File: config.mk
export PLATFORM = sky130hd
export DESIGN_NAME = lowest_free_id_allocator_core
export DESIGN_NICKNAME = d
export VERILOG_FILES = /design/src/design/lfid_pkg.sv /design/src/design/lowest_free_id_allocator_core.sv /design/src/design/lfid_scan.sv
export SDC_FILE = /design/constraint.sdc
export NUM_CORES = 1
export LEC_CHECK = 0
export ABC_AREA = 0
export BUFFER_PORTS_ARGS = -buffer_cell sky130_fd_sc_hd__buf_2
export CORE_ASPECT_RATIO = 0.7
export CORE_UTILIZATION = 60
export CTS_CLUSTER_SIZE = 10
export DETAILED_ROUTE_END_ITERATION = 16
export GPL_TIMING_DRIVEN = 0
export PLACE_DENSITY = 0.87
export SYNTH_ARGS = -nofsm -noshare
export SYNTH_HDL_FRONTEND = slang
export SYNTH_HIERARCHICAL = 1
export SYNTH_SLANG_ARGS = --single-unit
File: constraint.sdc
create_clock -name i_clk -period 15.5 [get_ports i_clk]
set_input_delay 0.775 -clock i_clk [delete_from_list [all_inputs] [get_ports i_clk]]
set_output_delay 0.775 -clock i_clk [all_outputs]
set_load 0.005 [all_outputs]
File: src/design/lfid_pkg.sv
// Shared constants, codes and types of the lowest-free identifier allocator.
`timescale 1ns / 1ps
`default_nettype none

package lfid_pkg;

    // Default pool and requester counts.
    localparam int LFID_NUM_IDS = 64;
    localparam int LFID_NUM_REQ = 64;

    // Fixed field widths of the stream beats.
    localparam int LFID_REQ_W    = 6;
    localparam int LFID_HID_W    = 6;
    localparam int LFID_CNT_W    = 7;
    localparam int LFID_IN_DW    = 8;
    localparam int LFID_OUT_DW   = 24;

    // Operation carried in the input tuser.
    typedef enum logic {
        FN_ALLOC   = 1'b0,
        FN_RELEASE = 1'b1
    } t_func;

    // Result status codes.
    typedef enum logic [1:0] {
        ST_ALLOCATED = 2'd0,
        ST_HELD      = 2'd1,
        ST_EXHAUSTED = 2'd2,
        ST_RELEASED  = 2'd3
    } t_status;

    // Flags reported by the map scanner.
    typedef struct packed {
        logic free_found;
        logic any_used;
    } t_scan_flags;

endpackage

`default_nettype wire

File: src/design/lowest_free_id_allocator_core.sv
// Top level of the lowest-free identifier allocator with stream ports.
// An accepted input beat passes the input register, then one pass of the map encoders
// and table update into the output register as its result beat. Throughput: one request
// per cycle unless the output stalls; the map, holder flags and count update per request.
// Reset (i_rst_n low, synchronous): every identifier free, no requester holds one,
// count zero, both stages empty. The holder identifier table is not cleared.
`timescale 1ns / 1ps
`default_nettype none

module lowest_free_id_allocator_core #(
    parameter int NUM_IDS        = lfid_pkg::LFID_NUM_IDS,
    parameter int NUM_REQUESTERS = lfid_pkg::LFID_NUM_REQ
) (
    input  wire logic                         i_clk,
    input  wire logic                         i_rst_n,
    input  wire logic                         s_axis_tvalid,
    output logic                              s_axis_tready,
    // [5:0] requester, [7:6] zero
    input  wire logic [lfid_pkg::LFID_IN_DW-1:0]  s_axis_tdata,
    // [0] func
    input  wire logic                         s_axis_tuser,
    output logic                              m_axis_tvalid,
    input  wire logic                         m_axis_tready,
    // [1:0] status, [2] held_valid, [8:3] held_id, [15:9] in_use_count,
    // [16] max_valid, [22:17] max_in_use, [23] zero
    output logic [lfid_pkg::LFID_OUT_DW-1:0] m_axis_tdata
);
    import lfid_pkg::*;

    localparam int ID_W   = $clog2(NUM_IDS);
    localparam int CNT_W  = $clog2(NUM_IDS + 1);
    localparam int REQ_AW = (NUM_REQUESTERS > 1) ? $clog2(NUM_REQUESTERS) : 1;
    localparam int REQ_XW = (REQ_AW > LFID_REQ_W) ? REQ_AW : LFID_REQ_W;

    // Input stage
    logic                  r_in_valid;
    t_func                 r_func;
    logic [LFID_REQ_W-1:0] r_req;
    logic [ID_W-1:0]       r_hid_rd;

    // Allocator state
    logic [NUM_IDS-1:0]        r_used_map;
    logic [NUM_REQUESTERS-1:0] r_holder_valid;
    logic [ID_W-1:0]           r_holder_id [NUM_REQUESTERS];
    logic [CNT_W-1:0]          r_count;

    // Output stage
    logic                   r_out_valid;
    logic [LFID_OUT_DW-1:0] r_out_data;

    // Processing signals
    logic                  w_fire;
    logic                  w_accept;
    logic [REQ_XW-1:0]     w_req_x;
    logic [REQ_AW-1:0]     w_idx;
    logic [REQ_XW-1:0]     w_in_req_x;
    logic [REQ_AW-1:0]     w_in_idx;
    logic                  w_req_ok;
    logic                  w_hv_old;
    logic                  w_alloc;
    logic                  w_alloc_ok;
    logic                  w_rel_do;
    logic [NUM_IDS-1:0]    w_rel_mask;
    logic [NUM_IDS-1:0]    w_set_mask;
    logic [NUM_IDS-1:0]    w_keep_map;
    t_scan_flags           w_scan;
    logic [ID_W-1:0]       w_free_id;
    logic [ID_W-1:0]       w_scan_max;
    t_status               w_status;
    logic                  w_hv_new;
    logic [ID_W-1:0]       w_hid_new;
    logic                  w_max_valid;
    logic [ID_W-1:0]       w_max_id;
    logic [NUM_IDS-1:0]    n_used_map;
    logic [CNT_W-1:0]      n_count;
    logic [LFID_OUT_DW-1:0] n_out_data;

    // Handshake: the stage processes when the output register is free or draining.
    assign w_fire        = r_in_valid && (!r_out_valid || m_axis_tready);
    assign s_axis_tready = !r_in_valid || w_fire;
    assign w_accept      = s_axis_tvalid && s_axis_tready;

    // Requester indexes for the stage and for the incoming beat.
    assign w_req_x    = REQ_XW'(r_req);
    assign w_idx      = w_req_x[REQ_AW-1:0];
    assign w_in_req_x = REQ_XW'(s_axis_tdata[LFID_REQ_W-1:0]);
    assign w_in_idx   = w_in_req_x[REQ_AW-1:0];

    // Request decode against the current state.
    assign w_req_ok   = 32'(r_req) < NUM_REQUESTERS;
    assign w_hv_old   = w_req_ok && r_holder_valid[w_idx];
    assign w_alloc    = w_req_ok && (r_func == FN_ALLOC);
    assign w_alloc_ok = w_alloc && !w_hv_old && w_scan.free_found;
    assign w_rel_do   = w_req_ok && (r_func == FN_RELEASE) && w_hv_old;

    assign w_rel_mask = w_rel_do ? ({{(NUM_IDS-1){1'b0}}, 1'b1} << r_hid_rd) : '0;
    assign w_set_mask = w_alloc_ok ? ({{(NUM_IDS-1){1'b0}}, 1'b1} << w_free_id) : '0;
    assign w_keep_map = r_used_map & ~w_rel_mask;

    lfid_scan #(
        .NUM_IDS (NUM_IDS),
        .ID_W    (ID_W)
    ) u_scan (
        .i_used_map (r_used_map),
        .i_keep_map (w_keep_map),
        .o_flags    (w_scan),
        .o_free_id  (w_free_id),
        .o_max_id   (w_scan_max)
    );

    // Next state of the map and the count.
    assign n_used_map = w_keep_map | w_set_mask;
    assign n_count    = r_count + CNT_W'(w_alloc_ok) - CNT_W'(w_rel_do);

    // Status of the request.
    always_comb begin
        priority if (!w_req_ok || !w_alloc) begin
            w_status = ST_RELEASED;
        end else if (w_hv_old) begin
            w_status = ST_HELD;
        end else if (w_scan.free_found) begin
            w_status = ST_ALLOCATED;
        end else begin
            w_status = ST_EXHAUSTED;
        end
    end

    // Held identifier after the step; a release always leaves nothing held.
    assign w_hv_new  = w_alloc && (w_hv_old || w_scan.free_found);
    assign w_hid_new = w_alloc_ok ? w_free_id : ((w_alloc && w_hv_old) ? r_hid_rd : '0);

    // Highest in use: the kept map's maximum, raised by a fresh allocation.
    assign w_max_valid = w_scan.any_used || w_alloc_ok;
    assign w_max_id    = (w_alloc_ok && (!w_scan.any_used || (w_free_id > w_scan_max))) ?
                         w_free_id : w_scan_max;

    assign n_out_data = {1'b0,
                         LFID_HID_W'(w_max_id),
                         w_max_valid,
                         LFID_CNT_W'(n_count),
                         LFID_HID_W'(w_hid_new),
                         w_hv_new,
                         w_status};

    // Input register.
    always_ff @(posedge i_clk) begin
        if (!i_rst_n) begin
            r_in_valid <= 1'b0;
        end else if (w_accept) begin
            r_in_valid <= 1'b1;
        end else if (w_fire) begin
            r_in_valid <= 1'b0;
        end
        if (w_accept) begin
            r_func <= t_func'(s_axis_tuser);
            r_req  <= s_axis_tdata[LFID_REQ_W-1:0];
        end
    end

    // Holder identifier table; a write in the same cycle is forwarded to the read.
    always_ff @(posedge i_clk) begin
        if (w_fire && w_alloc_ok) begin
            r_holder_id[w_idx] <= w_free_id;
        end
        if (w_accept) begin
            if (w_fire && w_alloc_ok && (w_idx == w_in_idx)) begin
                r_hid_rd <= w_free_id;
            end else begin
                r_hid_rd <= r_holder_id[w_in_idx];
            end
        end
    end

    // Map, holder flags and count.
    always_ff @(posedge i_clk) begin
        if (!i_rst_n) begin
            r_used_map     <= '0;
            r_holder_valid <= '0;
            r_count        <= '0;
        end else if (w_fire) begin
            r_used_map <= n_used_map;
            r_count    <= n_count;
            if (w_alloc_ok) begin
                r_holder_valid[w_idx] <= 1'b1;
            end else if (w_rel_do) begin
                r_holder_valid[w_idx] <= 1'b0;
            end
        end
    end

    // Output register.
    always_ff @(posedge i_clk) begin
        if (!i_rst_n) begin
            r_out_valid <= 1'b0;
        end else if (w_fire) begin
            r_out_valid <= 1'b1;
        end else if (m_axis_tready) begin
            r_out_valid <= 1'b0;
        end
        if (w_fire) begin
            r_out_data <= n_out_data;
        end
    end

    assign m_axis_tvalid = r_out_valid;
    assign m_axis_tdata  = r_out_data;

    // The count always equals the number of identifiers marked in use.
    a_count_map : assert property (@(posedge i_clk) disable iff (!i_rst_n)
        $countones(r_used_map) == r_count)
        else $error("count disagrees with the used map");

    // The number of requesters holding an identifier equals the count in use.
    a_count_holders : assert property (@(posedge i_clk) disable iff (!i_rst_n)
        $countones(r_holder_valid) == r_count)
        else $error("holder flags disagree with the count");

    // A granted identifier was free before the grant.
    a_grant_free : assert property (@(posedge i_clk) disable iff (!i_rst_n)
        (w_fire && w_alloc_ok) |-> !r_used_map[w_free_id])
        else $error("granted an identifier already in use");

    // A release leaves the requester without an identifier.
    a_release_clears : assert property (@(posedge i_clk) disable iff (!i_rst_n)
        (w_fire && w_rel_do) |=> !r_holder_valid[$past(w_idx)])
        else $error("release did not clear the holder flag");

endmodule

`default_nettype wire

File: src/design/lfid_scan.sv
// Priority encoders over the identifier map: lowest free and highest kept in use.
`timescale 1ns / 1ps
`default_nettype none

module lfid_scan #(
    parameter int NUM_IDS = lfid_pkg::LFID_NUM_IDS,
    parameter int ID_W    = $clog2(NUM_IDS)
) (
    input  wire logic [NUM_IDS-1:0] i_used_map,
    input  wire logic [NUM_IDS-1:0] i_keep_map,
    output lfid_pkg::t_scan_flags   o_flags,
    output logic [ID_W-1:0]         o_free_id,
    output logic [ID_W-1:0]         o_max_id
);
    import lfid_pkg::*;

    // Lowest clear bit of the used map; the last match from the top wins.
    always_comb begin
        o_free_id = '0;
        for (int i = NUM_IDS - 1; i >= 0; i--) begin
            if (!i_used_map[i]) begin
                o_free_id = ID_W'(i);
            end
        end
    end

    // Highest set bit of the kept map; zero when the map is empty.
    always_comb begin
        o_max_id = '0;
        for (int i = 0; i < NUM_IDS; i++) begin
            if (i_keep_map[i]) begin
                o_max_id = ID_W'(i);
            end
        end
    end

    assign o_flags.free_found = ~&i_used_map;
    assign o_flags.any_used   = |i_keep_map;

endmodule

`default_nettype wire

; ---- Word-level counts from Yosys, hierarchy flattened
; Memory sizes are Yosys's and may differ from the RTL's. A register that Yosys moved wholly into a read port is not among the register bits.
; Cells that the tools add are included.
[classes]
shifts = 2
bitwise = 7
addsub = 2
reduce_logical = 27
mux = 146
order_cmp = 3
[op_table]
columns = cell, n
row1 = 6-bit 2-to-1 mux, 99
row2 = 64-bit 2-to-1 mux, 4
row3 = 64-bit AND, 2
row4 = 64-bit NOT, 2
row5 = 64-bit OR, 2
row6 = "1-bit by 6-bit << shifter with 64-bit output, first input constant", 2
row7 = 5-bit 2-to-1 mux, 16
row8 = 64-bit AND reduction, 1
row9 = 64-bit OR reduction, 1
row10 = 4-bit 2-to-1 mux, 8
row11 = 3-bit 2-to-1 mux, 4
row12 = 1-bit logical AND, 10
row13 = 1-bit 2-to-1 mux, 9
row14 = 2-bit 2-to-1 mux, 4
row15 = 7-bit by 1-bit adder with 7-bit output, 1
row16 = "6-bit by 7-bit less-than comparator with 1-bit output, second input constant", 1
row17 = 7-bit by 1-bit subtractor with 7-bit output, 1
row18 = 1-bit binary-select mux with 6-bit select, 1
row19 = 1-bit demux with 6-bit select, 1
row20 = "6-bit by 1-bit >= comparator with 1-bit output, second input constant", 1
row21 = 6-bit greater-than comparator, 1
row22 = 2-bit nonzero test, 3
row23 = 1-bit logical NOT, 5
row24 = 1-bit logical OR, 5
row25 = other kinds (3), 3
[word_totals]
regBits = 167
out_inout_bits = 26
ram_bits = 384
mem_count = 1
wordCells = 198
input_bits = 13
[mem_list]
columns = memory, depth, word_bits, rd, rd_clocked_by_memory_dff, write_ports, line
row1 = r_holder_id, 64, 6, 1, 1, 1, lowest_free_id_allocator_core.sv:44  ; logic [ID_W-1:0] r_holder_id [NUM_REQUESTERS];

; ---- Logic depth before layout (Yosys ltp)
[depth]
depth_word = 73
mapped_depth = 25
ltp_nobuf = 20

; ---- Modules after synthesis
; Netlist, hierarchy kept.
[by_module_without_submodules]
columns = mod, area_per_inst_um2, instances, cells_per_inst
row1 = lowest_free_id_allocator_core, 23528.8, 1, 1600
row2 = lfid_scan, 1525.2, 1, 280

; ---- Least setup slack after synthesis
; No wires, ideal clock.
[synth_timing]
path_type = register to register
startpoint = register r_req[2]
endpoint = register r_out_data[17], in the netlist m_axis_tdata[17], data pin
setup_ps = 265
synth_period_minus_slack_ps = 5490
path_stages_with_launch = 24
arrival_ps = 5225
setup_slack_ps = 10010
cell_sequence = edfxtp_1 > clkbuf_1 > clkbuf_1 > clkbuf_1 > mux4_2 > a221oi_1 > nor2_1 > nor4_1 > buf_2 > nor2_1 > clkbuf_1 > a21boi_0 > nor3_1 > a2111oi_0 > o21ai_0 > a21oi_1 > inv_1 > ha_1 > nor2b_1 > o21ai_0 > a21oi_1 > o21bai_1 > a211oi_4 > mux2_2
[synth_rtl]
columns = item, line
row1 = from (decl), lowest_free_id_allocator_core.sv:38  ; logic [LFID_REQ_W-1:0] r_req;
row2 = from (signal assigned), lowest_free_id_allocator_core.sv:156  ; r_req <= s_axis_tdata[LFID_REQ_W-1:0];
row3 = 1-bit binary-select mux with 6-bit select, lowest_free_id_allocator_core.sv:91  ; assign w_hv_old = w_req_ok && r_holder_valid[w_idx];
row4 = 1-bit 2-to-1 mux (implied by the code), lowest_free_id_allocator_core.sv:91
row5 = 1-bit logical AND, lowest_free_id_allocator_core.sv:94  ; assign w_rel_do = w_req_ok && (r_func == FN_RELEASE) && w_hv_old;
row6 = 64-bit 2-to-1 mux, lowest_free_id_allocator_core.sv:96  ; assign w_rel_mask = w_rel_do ? ({{(NUM_IDS-1){1'b0}}, 1'b1} << r_hid_rd) : '0;
row7 = 64-bit NOT, lowest_free_id_allocator_core.sv:98  ; assign w_keep_map = r_used_map & ~w_rel_mask;
row8 = 64-bit AND, lowest_free_id_allocator_core.sv:98
row9 = via w_keep_map[14], lowest_free_id_allocator_core.sv:65  ; logic [NUM_IDS-1:0] w_keep_map;
row10 = 4-bit 2-to-1 mux (2 in a row), lfid_scan.sv:31  ; if (i_keep_map[i]) begin
row11 = 5-bit 2-to-1 mux (16 in a row), lfid_scan.sv:31
row12 = 6-bit 2-to-1 mux (32 in a row), lfid_scan.sv:31
row13 = via w_scan_max[1], lowest_free_id_allocator_core.sv:68  ; logic [ID_W-1:0] w_scan_max;
row14 = 6-bit greater-than comparator, lowest_free_id_allocator_core.sv:134  ; assign w_max_id = (w_alloc_ok && (!w_scan.any_used || (w_free_id > w_scan_max))) ?
row15 = 1-bit logical OR, lowest_free_id_allocator_core.sv:134
row16 = 1-bit logical AND, lowest_free_id_allocator_core.sv:134
row17 = 6-bit 2-to-1 mux, lowest_free_id_allocator_core.sv:134
row18 = via w_max_id[0], lowest_free_id_allocator_core.sv:73  ; logic [ID_W-1:0] w_max_id;
row19 = to (signal assigned), lowest_free_id_allocator_core.sv:201  ; r_out_data <= n_out_data;
row20 = to (decl), lowest_free_id_allocator_core.sv:49  ; logic [LFID_OUT_DW-1:0] r_out_data;
; The timed path passes the listed nets, and every way through them passes these cells. The select of a mux whose other input is x is not followed.
; A chain may end at the register's enable or synchronous reset.

; ---- Final worst setup path
[layout_timing]
startpoint = register r_req[2]
endpoint = register r_out_data[20], in the netlist m_axis_tdata[20], data pin
; The elaborated chain is that of the path after synthesis.

==> impl_summary.md <==
Finish
In the final layout, the share of cells above drive strength 1 is 0.130. Compared with the post-synthesis result, the final layout area differs by 11.6%. The number of fill cells is 2687. The most common cell after layout, fill and taps aside is sky130_fd_sc_hd__edfxtp_1.

In the final design database the tool counted 2016 nets. The number of non-filler instances in the completed layout is 2568. After routing the design area is 28000 um2. The top cell types in the final layout, fill and taps aside, are 420 x sky130_fd_sc_hd__edfxtp_1, 139 x sky130_fd_sc_hd__clkbuf_1, 137 x sky130_fd_sc_hd__dfxtp_1.

Logic synthesis
The simple logic cell fraction of the synthesized area is 0.0928. Synthesis produced a netlist whose cell count is 1880. The number of nets in the synthesized netlist is 1908.

After synthesis the cells add up to 25100 um2. For this run, the register share of the synthesized area comes to 0.613. A synthesized cell averages 13.3 um2. The adder-cell share of the synthesized area is 0.00779. After synthesis, the share of cell area in mux cells is 0.110. The number of library cell types mapped by synthesis is 70. In this run, synthesis produced a sequential element count of 557. After synthesis, the largest family of logic cells by area is compound AO/OA/AOI/OAI gates. The fraction of the mapped netlist area in compound gates came to 0.142. The prevailing post-synth register cell is sky130_fd_sc_hd__edfxtp_1. Of the total synthesized cell area, the portion taken by XOR and XNOR cells is 0.00419. During synthesis, Yosys emitted a total of 6 warnings.

In the synthesized netlist the async set-or-reset flop fraction comes to 0. The number of enable flip-flop cells after synthesis is 420.

Worst setup path
In this run the critical register-to-register path is captured at m_axis_tdata[20]. The worst setup path is captured at a flop. The endpoint of the worst setup timing path is m_axis_tdata[20].

Data on the critical path arrives at its endpoint at 8050 ps. The depth of the worst register-to-register path is 23. The slack of the worst reg-to-reg path is 7790 ps. Tracing the worst setup path back leads to its startpoint at r_req[2].

The endpoint required time on the critical path is 15850 ps. The class of the most critical setup path is flop to flop. Along the worst path, the maximum fanout reaches 10. The worst setup path is launched from a flop.

The start of the worst register-to-register path is r_req[2].

Floorplan
The effective utilization at floorplan is 0.609. The site row count is 62. The floorplan step defined a die boundary enclosing 42600 um2. The horizontal die dimension is 246 um.

From bottom edge to top edge, the die measures 173 um. The core area is 41100 um2. The total I/O pin count is 39.

STA
The transition time of the tightest slew-check pin is 1380 ps. Setup repair after global routing left no endpoint under its margin. Clock skew on the completed layout was measured at 47.3 ps.

The final critical path time including I/O delays and setup is 7710 ps. The number of max-slew violations in the final report was 0. The worst max-slew margin expressed relative to the limit is 0.0716. Of the available clock period, the critical path in the final layout requires 0.497. Derived from the worst setup path, the maximum achievable clock frequency is 130 MHz. Setup violations remaining at the end of the flow were counted as 0. The final-report hold violation count was 0. On the final layout, the worst hold slack is 312 ps. The setup TNS is 0 ps.

Power and ir drop
The switching share of total power is 0.232. In this run the power spent charging and discharging nets is 0.000714 W. Of the total power, the clock network draws 0.428. The internal power of the cells is 0.00237 W. Total power for the finished layout comes to 0.00308 W. The share of total power dissipated in combinational logic is 0.052. Of the total power, registers draw 0.520. For this design the static power due to leakage is 9.23 nW.

The worst supply voltage drop on vdd is 0.0975 mV. The ratio of total power to cell area is 110 nW/um2.

CTS
The number of setup buffers added after CTS is 0. The CTS tree is yes. The H-tree was split into 2 levels. Clock tree synthesis inserted a total of 61 buffers. Clock tree synthesis selected as its root buffer the cell sky130_fd_sc_hd__clkbuf_16. After clock tree synthesis, the clock-pin slew on the worst setup and hold paths is 60 ps. The post-cts repair resize count is 0. The later pin in the worst-skew pair is clocked with a latency of 640 ps. Counting along the longest clock path gives a buffer depth of 3. The number of hold buffers added after CTS was 0. The sink count of the clock tree is 557.

Drt
The average routed wire per standard cell is 32.9 um. The first TritonRoute pass finished after 7 iterations. The overall via count from detail_route is 19800.

For this run, design rule violations remaining after detail routing come to 0. Using the TritonRoute via totals, the vias-per-cell ratio works out to 7.70. The initial DRC count is 3985. Wires add up to 84400 um. The number of antenna-violating nets in the routed design is 0.

GRT
The number of global-route vias before repair is 18800. The number of antenna violations at the first check in global routing was 2. The first global-routing pass estimated 124000 um of wire.

Entering global routing, the biggest net connects 41 pins. For this run, the total global-route usage over all layers was measured as 0.398. The remaining global-route overflow is 0.

Hold path
The worst hold path begins at s_axis_tuser. In this run the worst hold path is classified as input pin to flop.

Place
The routability congestion estimate from global placement is 1.01. The placed instances occupy a cell area of 26200 um2. Summed over all nets, the half-perimeter wirelength after detailed placement is 56300 um. The number of placed cells counting well taps is 2469. During placement, the flow inserted port buffers numbering 35.

Run
Max-cap violations in this run came to 0.

Outcome
The flow ran to the end, and the final reports show no timing, DRC or antenna violations.
==> power by group through the flow <==
| stage | combinational, W | clock [W] | sequential (W) |
|---|---|---|---|
| 2_1_floorplan | 0.0000918 | 0 | 0.00163 |
| 3_3_place_gp | 0.000142 | 0 | 0.00163 |
| 6_report | 0.000160 | 0.00132 | 0.00160 |
| 5_1_grt | 0.000166 | 0.00136 | 0.00160 |
| 4_1_cts | 0.000152 | 0.00131 | 0.00160 |
| 3_5_place_dp | 0.000150 | 0 | 0.00163 |
==> synth_stat cells (all sizes together) (24+ instances only) <==
master,n,share of area
nand3,43,0.0086
inv,49,0.0073
a21boi,68,0.021
o211ai,73,0.022
clkbuf,106,0.016
nor2,130,0.019
a21oi,50,0.010
nor3,43,0.0086
o41ai,67,0.023
a22oi,24,0.0072
nand4,26,0.0065
dfxtp,137,0.11
mux4,112,0.10
nor4,30,0.0081
buf,35,0.0071
o21ai,50,0.010
nand2,136,0.020
o22ai,32,0.0080
o311ai,24,0.0084
edfxtp,420,0.50
==> worst max-delay path, cell delays in order (launching register included) <==
cell	delay, ps
sky130_fd_sc_hd__edfxtp_1	360
sky130_fd_sc_hd__clkbuf_1	450
sky130_fd_sc_hd__clkbuf_1	570
sky130_fd_sc_hd__clkbuf_1	500
sky130_fd_sc_hd__mux4_2	400
sky130_fd_sc_hd__a221oi_1	250
sky130_fd_sc_hd__nor2_1	130
sky130_fd_sc_hd__nor4_1	530
sky130_fd_sc_hd__buf_2	370
sky130_fd_sc_hd__nor2_1	220
sky130_fd_sc_hd__clkbuf_1	270
sky130_fd_sc_hd__a21boi_0	640
sky130_fd_sc_hd__nor3_1	100
sky130_fd_sc_hd__a2111oi_0	480
sky130_fd_sc_hd__o21ai_0	250
sky130_fd_sc_hd__a21oi_1	230
sky130_fd_sc_hd__inv_1	70
sky130_fd_sc_hd__ha_1	290
sky130_fd_sc_hd__nor2b_1	120
sky130_fd_sc_hd__o21ai_0	90
sky130_fd_sc_hd__a21oi_1	150
sky130_fd_sc_hd__o21bai_1	130
sky130_fd_sc_hd__a211oi_4	400
sky130_fd_sc_hd__mux2_2	390
==> per-stage QoR <==
stage	utilization	worst slack, ps
3_5_place_dp	0.638	8300
4_1_cts	0.680	8160
2_1_floorplan	-	10010
3_3_place_gp	0.630	7290
6_report	0.680	7790
5_1_grt	0.680	7530
==> worst min-delay path by stage <==
stage                 end  slack [ps]  cells past startpoint
4_1_cts            r_func         310                      1
5_1_grt            r_func         320                      1
6_report           r_func         310                      1
3_3_place_gp   r_count[0]         450                      2
3_5_place_dp   r_count[0]         480                      2
2_1_floorplan  r_count[0]         440                      2
==> cell families after synthesis <==
logic type	count (synthesis)
buffers and inverters	191
multiplexers	130
adder cells (fa/ha/maj)	15
AO/OA/AOI/OAI	486
AND/OR/NAND/NOR	488
flip-flops	557
other	1
XOR/XNOR	12
==> cell type report <==
cell class,count,area [um2],area share
timing repair buffer,45,428,0.0153
tap,544,681,0.0243
antenna,1,2.50,0.0000895
clock inverter,4,81.3,0.00291
buffer,141,578,0.0207
clock buffer,94,1650,0.0590
sequential,557,15400,0.549
inverter,50,188,0.00671
multi-input combinational,1132,9000,0.322
==> routing by layer <==
layer / vias up / global-route usage / share of wire
met5: - / 0 / 0.00015
met4: 2 / 0.134 / 0.045
met3: 380 / 0.162 / 0.18
met2: 2131 / 0.554 / 0.41
met1: 9521 / 0.567 / 0.37
li1: 7746 / - / -
(Power assumes the default switching activity.)
